[src/hdl/tat_pkg.sv]
// Shared types and codes for the task alarm table.
// Holds command/status codes, beat structs and the per-slot memory record.
// No dependencies.
`default_nettype none

package tat_pkg;

	localparam logic [1:0] CMD_ADD    = 2'd0;
	localparam logic [1:0] CMD_REMOVE = 2'd1;
	localparam logic [1:0] CMD_TICK   = 2'd2;
	localparam logic [1:0] CMD_SYNC   = 2'd3;

	localparam logic [2:0] RSP_ADDED     = 3'd0;
	localparam logic [2:0] RSP_FULL      = 3'd1;
	localparam logic [2:0] RSP_REMOVED   = 3'd2;
	localparam logic [2:0] RSP_NOT_FOUND = 3'd3;
	localparam logic [2:0] RSP_FIRED     = 3'd4;
	localparam logic [2:0] RSP_NONE_DUE  = 3'd5;
	localparam logic [2:0] RSP_SYNCED    = 3'd6;

	localparam int MAX_RESULTS = 16;
	localparam int FIRE_W      = $clog2(MAX_RESULTS + 1);

	typedef struct packed {
		logic [1:0]  command;
		logic [31:0] now_time;
		logic [31:0] start_time;
		logic [31:0] period;
		logic        repeat_req;
		logic [15:0] task_id;
		logic [31:0] old_time;
	} cmd_beat_t;

	typedef struct packed {
		logic [2:0]  status;
		logic [15:0] result_id;
		logic        rescheduled;
		logic        last;
	} rsp_beat_t;

	typedef struct packed {
		logic [31:0] due_time;
		logic [31:0] interval;
		logic        repeat_flag;
		logic [15:0] slot_id;
		logic        time_adjusted;
	} slot_rec_t;

	typedef enum logic [1:0] {
		S_IDLE = 2'b01,
		S_SCAN = 2'b10
	} state_t;

endpackage

`default_nettype wire

[src/hdl/task_alarm_table_top.sv]
// Task alarm table: slot scan engine over one record memory plus armed bits.
// Depends on tat_pkg and tat_ram.
//
//  channel | direction | handshake            | payload
//  cmd     | in        | cmd_valid/cmd_ready  | tat_pkg::cmd_beat_t
//  rsp     | out       | rsp_valid/rsp_ready  | tat_pkg::rsp_beat_t
//
// Each command sweeps the slots one per cycle through the record memory read
// port while nothing stalls; add and remove stop after their hit, a tick stops
// after MAX_RESULTS fires.
// Reset clears the armed bits, ids and sync flag; no memory clearing pass.
// A tick stalls its sweep while a fired beat finds the output register full.
// A new command is taken while the last result beat still waits in rsp.
`default_nettype none

module task_alarm_table_top #(
	parameter int SLOTS = 16
) (
	input  wire logic               clk,
	input  wire logic               arst_n,
	input  wire logic               cmd_valid,
	output logic                    cmd_ready,
	input  wire tat_pkg::cmd_beat_t cmd,
	output logic                    rsp_valid,
	input  wire logic               rsp_ready,
	output tat_pkg::rsp_beat_t      rsp
);

	localparam int IDX_W = (SLOTS > 1) ? $clog2(SLOTS) : 1;
	localparam int CNT_W = $clog2(SLOTS + 1);
	localparam int REC_W = $bits(tat_pkg::slot_rec_t);

	tat_pkg::state_t     st_q;
	tat_pkg::cmd_beat_t  cmd_q;
	logic [SLOTS-1:0]    armed_q;
	logic                clock_synced_q;
	logic [15:0]         next_id_q;
	logic [CNT_W-1:0]    cnt_q;
	logic                done_q;
	logic [tat_pkg::FIRE_W-1:0] n_q;
	logic                ev_valid_s1;
	logic [IDX_W-1:0]    ev_idx_s1;
	logic                pend_valid_q;
	tat_pkg::rsp_beat_t  pend_q;
	tat_pkg::rsp_beat_t  out_q;
	logic                out_valid_q;

	logic [REC_W-1:0]    ram_rdata;
	tat_pkg::slot_rec_t  rec;
	tat_pkg::slot_rec_t  wrec;
	tat_pkg::rsp_beat_t  hit_rsp;
	tat_pkg::rsp_beat_t  push_rsp;
	logic                armed_ev;
	logic                ev_act;
	logic                hit;
	logic                resc;
	logic                out_free;
	logic                stall;
	logic                do_eval;
	logic                issue;
	logic                finish;
	logic                push;
	logic                ram_we;
	logic                scan_end;
	logic [2:0]          miss_status;

	assign rec       = tat_pkg::slot_rec_t'(ram_rdata);
	assign armed_ev  = armed_q[ev_idx_s1];
	assign ev_act    = ev_valid_s1 && !done_q;
	assign out_free  = !out_valid_q || rsp_ready;
	assign scan_end  = done_q || (cnt_q == CNT_W'(SLOTS));

	always_comb begin
		hit         = 1'b0;
		resc        = 1'b0;
		wrec        = rec;
		hit_rsp     = '0;
		miss_status = tat_pkg::RSP_SYNCED;
		unique case (cmd_q.command)
			tat_pkg::CMD_ADD: begin
				hit                = !armed_ev;
				wrec.due_time      = (cmd_q.start_time != 32'd0) ? cmd_q.start_time
					: cmd_q.now_time + cmd_q.period;
				wrec.interval      = cmd_q.period;
				wrec.repeat_flag   = cmd_q.repeat_req;
				wrec.slot_id       = next_id_q;
				wrec.time_adjusted = clock_synced_q;
				hit_rsp.status     = tat_pkg::RSP_ADDED;
				hit_rsp.result_id  = next_id_q;
				miss_status        = tat_pkg::RSP_FULL;
			end
			tat_pkg::CMD_REMOVE: begin
				hit               = armed_ev && (rec.slot_id == cmd_q.task_id);
				hit_rsp.status    = tat_pkg::RSP_REMOVED;
				hit_rsp.result_id = cmd_q.task_id;
				miss_status       = tat_pkg::RSP_NOT_FOUND;
			end
			tat_pkg::CMD_TICK: begin
				hit                 = armed_ev && (rec.due_time <= cmd_q.now_time);
				resc                = rec.repeat_flag && (rec.interval != 32'd0);
				wrec.due_time       = resc ? cmd_q.now_time + rec.interval : rec.due_time;
				wrec.time_adjusted  = rec.time_adjusted | clock_synced_q;
				hit_rsp.status      = tat_pkg::RSP_FIRED;
				hit_rsp.result_id   = rec.slot_id;
				hit_rsp.rescheduled = resc;
				miss_status         = tat_pkg::RSP_NONE_DUE;
			end
			tat_pkg::CMD_SYNC: begin
				hit                = armed_ev && !rec.time_adjusted;
				wrec.due_time      = cmd_q.now_time + (rec.due_time - cmd_q.old_time);
				wrec.time_adjusted = 1'b1;
				miss_status        = tat_pkg::RSP_SYNCED;
			end
			default: begin
				hit = 1'b0;
			end
		endcase
	end

	assign stall   = ev_act && hit && (cmd_q.command == tat_pkg::CMD_TICK)
		&& pend_valid_q && !out_free;
	assign do_eval = ev_act && hit && !stall;
	assign ram_we  = do_eval && (cmd_q.command != tat_pkg::CMD_REMOVE);
	assign issue   = (st_q == tat_pkg::S_SCAN) && !scan_end && !stall;
	assign finish  = (st_q == tat_pkg::S_SCAN) && !ev_act && scan_end && out_free;
	assign push    = finish
		|| (do_eval && (cmd_q.command == tat_pkg::CMD_TICK) && pend_valid_q);

	always_comb begin
		push_rsp      = pend_q;
		push_rsp.last = 1'b0;
		if (finish) begin
			push_rsp.last = 1'b1;
			if (!pend_valid_q) begin
				push_rsp.status      = miss_status;
				push_rsp.result_id   = 16'd0;
				push_rsp.rescheduled = 1'b0;
			end
		end
	end

	tat_ram #(
		.WIDTH(REC_W),
		.DEPTH(SLOTS)
	) u_rec_ram (
		.clk  (clk),
		.we   (ram_we),
		.waddr(ev_idx_s1),
		.wdata(wrec),
		.re   (issue),
		.raddr(cnt_q[IDX_W-1:0]),
		.rdata(ram_rdata)
	);

	always_ff @(posedge clk or negedge arst_n) begin
		if (!arst_n) begin
			st_q           <= tat_pkg::S_IDLE;
			armed_q        <= '0;
			clock_synced_q <= 1'b0;
			next_id_q      <= 16'd0;
			cnt_q          <= '0;
			done_q         <= 1'b0;
			n_q            <= '0;
			ev_valid_s1    <= 1'b0;
			pend_valid_q   <= 1'b0;
			out_valid_q    <= 1'b0;
		end else begin
			if (push) begin
				out_valid_q <= 1'b1;
			end else if (rsp_ready) begin
				out_valid_q <= 1'b0;
			end
			unique case (st_q)
				tat_pkg::S_IDLE: begin
					if (cmd_valid) begin
						st_q         <= tat_pkg::S_SCAN;
						cnt_q        <= '0;
						done_q       <= 1'b0;
						n_q          <= '0;
						ev_valid_s1  <= 1'b0;
						pend_valid_q <= 1'b0;
						if (cmd.command == tat_pkg::CMD_SYNC) begin
							clock_synced_q <= 1'b1;
						end
					end
				end
				tat_pkg::S_SCAN: begin
					if (!stall) begin
						ev_valid_s1 <= issue;
					end
					if (issue) begin
						cnt_q <= cnt_q + CNT_W'(1);
					end
					if (do_eval) begin
						unique case (cmd_q.command)
							tat_pkg::CMD_ADD: begin
								armed_q[ev_idx_s1] <= 1'b1;
								next_id_q          <= next_id_q + 16'd1;
								done_q             <= 1'b1;
							end
							tat_pkg::CMD_REMOVE: begin
								armed_q[ev_idx_s1] <= 1'b0;
								done_q             <= 1'b1;
							end
							tat_pkg::CMD_TICK: begin
								if (!resc) begin
									armed_q[ev_idx_s1] <= 1'b0;
								end
								n_q <= n_q + tat_pkg::FIRE_W'(1);
								if (n_q == tat_pkg::FIRE_W'(tat_pkg::MAX_RESULTS - 1)) begin
									done_q <= 1'b1;
								end
							end
							tat_pkg::CMD_SYNC: begin
								done_q <= done_q;
							end
							default: begin
								done_q <= done_q;
							end
						endcase
						if (cmd_q.command != tat_pkg::CMD_SYNC) begin
							pend_valid_q <= 1'b1;
						end
					end
					if (finish) begin
						st_q         <= tat_pkg::S_IDLE;
						pend_valid_q <= 1'b0;
					end
				end
				default: begin
					st_q <= tat_pkg::S_IDLE;
				end
			endcase
		end
	end

	always_ff @(posedge clk) begin
		if (cmd_ready && cmd_valid) begin
			cmd_q <= cmd;
		end
		if (issue) begin
			ev_idx_s1 <= cnt_q[IDX_W-1:0];
		end
		if (do_eval) begin
			pend_q <= hit_rsp;
		end
		if (push) begin
			out_q <= push_rsp;
		end
	end

	assign cmd_ready = (st_q == tat_pkg::S_IDLE);
	assign rsp_valid = out_valid_q;
	assign rsp       = out_q;

	a_idle_no_pend: assert property (@(posedge clk) disable iff (!arst_n)
		(st_q == tat_pkg::S_IDLE) |-> !pend_valid_q)
		else $error("pending result left when idle");

	a_fire_bound: assert property (@(posedge clk) disable iff (!arst_n)
		n_q <= tat_pkg::FIRE_W'(tat_pkg::MAX_RESULTS))
		else $error("fired count beyond limit");

	a_stall_full: assert property (@(posedge clk) disable iff (!arst_n)
		stall |-> (out_valid_q && !rsp_ready))
		else $error("sweep stalled with output free");

	a_finish_idle: assert property (@(posedge clk) disable iff (!arst_n)
		finish |=> (st_q == tat_pkg::S_IDLE) && out_valid_q && out_q.last)
		else $error("sweep end without final beat");

	a_no_write_stall: assert property (@(posedge clk) disable iff (!arst_n)
		stall |-> !ram_we && !issue)
		else $error("memory access during stall");

endmodule

`default_nettype wire

[src/hdl/tat_ram.sv]
// Generic single-write, single-read RAM with registered read data.
// Parameters set word width and depth. No dependencies.
`default_nettype none

module tat_ram #(
	parameter int WIDTH = 82,
	parameter int DEPTH = 16
) (
	input  wire logic                                 clk,
	input  wire logic                                 we,
	input  wire logic [(DEPTH > 1 ? $clog2(DEPTH) : 1)-1:0] waddr,
	input  wire logic [WIDTH-1:0]                     wdata,
	input  wire logic                                 re,
	input  wire logic [(DEPTH > 1 ? $clog2(DEPTH) : 1)-1:0] raddr,
	output logic      [WIDTH-1:0]                     rdata
);

	logic [WIDTH-1:0] mem_q [DEPTH];

	always_ff @(posedge clk) begin
		if (we) begin
			mem_q[waddr] <= wdata;
		end
		if (re) begin
			rdata <= mem_q[raddr];
		end
	end

endmodule

`default_nettype wire

[config.mk]
export PLATFORM = sky130hd
export DESIGN_NAME = task_alarm_table_top
export DESIGN_NICKNAME = d
export VERILOG_FILES = /design/src/hdl/tat_pkg.sv /design/src/hdl/task_alarm_table_top.sv /design/src/hdl/tat_ram.sv
export SDC_FILE = /design/constraint.sdc
export NUM_CORES = 2
export LEC_CHECK = 0
export ABC_AREA = 1
export BUFFER_PORTS_ARGS = -buffer_cell sky130_fd_sc_hd__buf_2
export CAP_MARGIN = 20
export CELL_PAD_IN_SITES_DETAIL_PLACEMENT = 0
export CELL_PAD_IN_SITES_GLOBAL_PLACEMENT = 1
export CORE_MARGIN = 5
export CORE_UTILIZATION = 40
export CTS_BUF_LIST = sky130_fd_sc_hd__clkbuf_16
export DETAILED_ROUTE_END_ITERATION = 8
export MAX_ROUTING_LAYER = met4
export PLACE_DENSITY_LB_ADDON = 0.1
export SLEW_MARGIN = 40
export SYNTH_ARGS = -nofsm -noshare
export SYNTH_HDL_FRONTEND = slang
export SYNTH_HIERARCHICAL = 1
export SYNTH_SLANG_ARGS = --single-unit
[constraint.sdc]
create_clock -name clk -period 8.05 [get_ports clk]
set_clock_uncertainty 0.2 [all_clocks]
set_input_delay 0.805 -clock clk [delete_from_list [all_inputs] [get_ports clk]]
set_output_delay 0.805 -clock clk [all_outputs]
set_load 0.03 [all_outputs]
==> impl_metrics.ini <==
[clock_network]
clockBufferDepth = 3
clock_latency_ns = 0.84
path_clk_slew_ns = 0.06
clock-sinks = 1634
tritoncts = done
cts-resized-gates = 0
htreeDepth = 4
cts_root_buffer = clkbuf_16
cts_made_buffers = 185

[yosys]
avgSynthCellArea_sq_um = 9.885
syn_nets = 8174
async_flop_share = 0.02999
synth_mux_area_frac = 0
ys_seq_area_frac = 0.6289
synthAdderAreaFrac = 0.03059
yosys.area_share.simple = 0.2075
synth-compound-area-share = 0.03459
synth_xor_area_frac = 0.005416
synth_edf_count = 1585
synth.distinct_cells = 53
synth_top_family_by_area = simple AND/OR/NAND/NOR gates
ys_ff_latch = 1634
syn_inst = 7853
netlist_area_sq_mm = 0.07763
synthFlopType = edfxtp_1
yosys_warnings = 6

[floorplan]
fp.dieH_microns = 450.5
core_area_sq_mm = 0.1928
die-area_sq_mm = 0.2030
rows = 161
start_util = 0.4027
die_w_microns = 450.5
ios = 174

[placed_design]
dpl_cell_area_sq_mm = 0.08114
gp_congestion = 0.9197
pre_cts_slack_ns = 3.169
dp_hpwl_microns = 168200
dpl.cell_count = 10330
port_buffers = 173

[timing]
slew_headroom = 0.3681
worst_slack_ns = 3.234
fin_setup_tns_ns = 0
hold_slack_ns = 0.04673
setup_viol = 0
rsz0062_at_grt = false
fin_crit_sh = 0.5983
max_freq_mhz = 207.6
finalHoldViolCount = 0
final_max_slew_viol_count = 0
post-route-min-period_ns = 4.816
worst_pin_slew_ns = 0.9478

[pwr]
p_per_area_mw_per_mm2 = 306.8
p_clk_frac = 0.305
power_frac_comb = 0.292
p_switching_mw = 9.955
vdd_drop_max_mv = 0.2400
sw_frac_of_total = 0.3663
power_mw = 27.18
internal_power_mw = 17.22
leakagePower_nw = 37.73
seqPwrFrac = 0.403

[layout]
register_area_sq_mm = 0.04884
final_cells = 10810
fin_nets = 8444
drive_gt1_frac = 0.07321
final_area_sq_mm = 0.08858
fillerInstances = 18080
fin_util = 0.4595
area_growth_pct = 14.10
multi_input_area_sq_mm = 0.02197

[hold_path]
hp-start = cmd[133]
hp-class = primary input to flip-flop
min_to = cmd_q[133]
holdPathStages = 1

[grt]
overflow = 0
antenna_found_initial = 23
grt_pass1_vias = 52980
grt_usage = 0.2672
grt_start_max_net_pins = 244
grt_pass1_wl_microns = 386400

[setup_path]
endpoint_kind = flip-flop
arrival_ns = 5.05
start_kind = flip-flop
r2r_cells = 18
critPathKind = flip-flop to flip-flop
critical_path_required_ns = 8.28
worstReg2RegEnd = u_rec_ram/mem_q[3][43]
r2r-start = cmd_q[138]
rrSetupSlack_ns = 3.23
crit_fanout = 69

[drt]
drc = 0
vias_per_cell = 5.155
postRouteAntennaNets = 0
dr.pass1.iters = 5
drt_iter0_markers = 5500
wirelength_microns = 268600
wl_per_cell_microns = 24.85
vias = 55720

[job]
cap_violations = 0

[outcome]
status = finished, final reports clean
cell type report:
type / count / area share
tap: 2526 / 0.03568
timing repair buffer: 410 / 0.03868
multi-input combinational: 4521 / 0.2480
clock inverter: 156 / 0.01502
sequential: 1634 / 0.5514
inverter: 1371 / 0.05885
clock buffer: 185 / 0.05227
antenna: 5 / 0.0001413
worst max path at each step:
stage / start / end / slack [ns]
2_1_floorplan: cmd_q[145] / u_rec_ram/mem_q[10][0] / 1.88
3_5_place_dp: cmd_q[143] / u_rec_ram/mem_q[3][33] / 3.17
4_1_cts: cmd_q[143] / u_rec_ram/mem_q[3][43] / 3.13
5_1_grt: cmd_q[138] / u_rec_ram/mem_q[3][43] / 2.91
3_3_place_gp: cmd_q[132] / u_rec_ram/mem_q[6][10] / 2.81
6_report: cmd_q[138] / u_rec_ram/mem_q[3][43] / 3.23
registers in the layout (all words and copies together) (netlist names), named ones only:
name             cells
cnt_q                5
ev_valid_s1          1
n_q                  5
pend_q              19
u_rec_ram/mem_q   1312
done_q               1
clock_synced_q       1
u_rec_ram/rdata     82
rsp                 21
ev_idx_s1            4
st_q                 2
rsp_valid            1
pend_valid_q         1
next_id_q           16
cmd_q              147
synth_stat cells (12+ instances only):
library cell	instances	share of area
dfrtp_1	48	0.015
o211ai_1	22	0.0021
nand3_1	1142	0.074
nand2_1	2320	0.11
a31oi_1	12	0.00097
o21bai_1	16	0.0015
nor4_1	22	0.0018
nor2_1	267	0.013
nand4_1	35	0.0028
xnor2_1	25	0.0028
buf_1	20	0.00097
buf_6	82	0.012
clkbuf_1	79	0.0038
nor3_1	24	0.0015
o21ai_0	141	0.0091
inv_1	1365	0.066
buf_2	133	0.0086
a21oi_1	178	0.011
a21o_1	27	0.0026
fa_1	33	0.0085
buf_4	12	0.0012
xor2_1	23	0.0026
ha_1	137	0.022
edfxtp_1	1585	0.61
cell families after synthesis:
| kind of cell | count (synthesis) |
|---|---|
| buffers and inverters | 1698 |
| adders and majority gates | 170 |
| AOI/OAI and AO/OA | 464 |
| DFF | 1634 |
| and+or+nand+nor | 3839 |
| xor gates and xnor gates | 48 |
worst max-delay path: stages, from the launching register on:
cell and delay, ns:
edfxtp_1 0.42, inv_1 0.19, ha_1 0.28, a21oi_1 0.20, o21ai_0 0.10, nand2_1 0.06
nand2_1 0.09, a21oi_1 0.22, nand2_1 0.08, nand2_1 0.17, nand2_1 0.12, nand2_1 0.09
nand2_1 0.06, nand2_2 0.09, o211ai_4 0.11, nor2_1 0.28, nand3_1 0.39, nor2_4 0.58
buf_12 0.49
timing repair:
action                                 in CTS  in global routing
endpoints found under the hold margin     180                  0
hold buffers                              132                  0
buffers inserted                            0                  0
power by group through the flow:
stage	clock [mW]	combinational, mW	sequential, mW
after floorplan	0	5.01	10.9
after global placement	0	7.76	11.1
after CTS	8.50	7.87	11.0
after global routing	8.85	8.70	11.0
after detailed placement	0	7.78	11.1
final	8.29	7.94	10.9
per-layer routing:
layer,GRT usage,vias up,share of wire
met4,0.05048,0,0.018
met5,-,-,0
li1,-,26290,-
met3,0.03583,267,0.065
met1,0.3995,27320,0.48
met2,0.3935,1836,0.44
cell usage in the layout (no fill, tap or decap), types with 23 or more instances in the layout:
cell              n
nor3_1           24
nand3_1        1142
clkinv_1         60
inv_1          1394
ha_1            136
nand2_1        2310
buf_4            68
edfxtp_1       1585
o21ai_0         131
fa_1             33
buf_2           173
clkbuf_16       185
dlygate4sd3_1   132
a21o_1           27
xor2_1           23
nand4_1          35
dfrtp_1          44
a21oi_1         176
xnor2_1          25
nor2_1          248
Note: power is estimated with default switching activity, not from simulation.
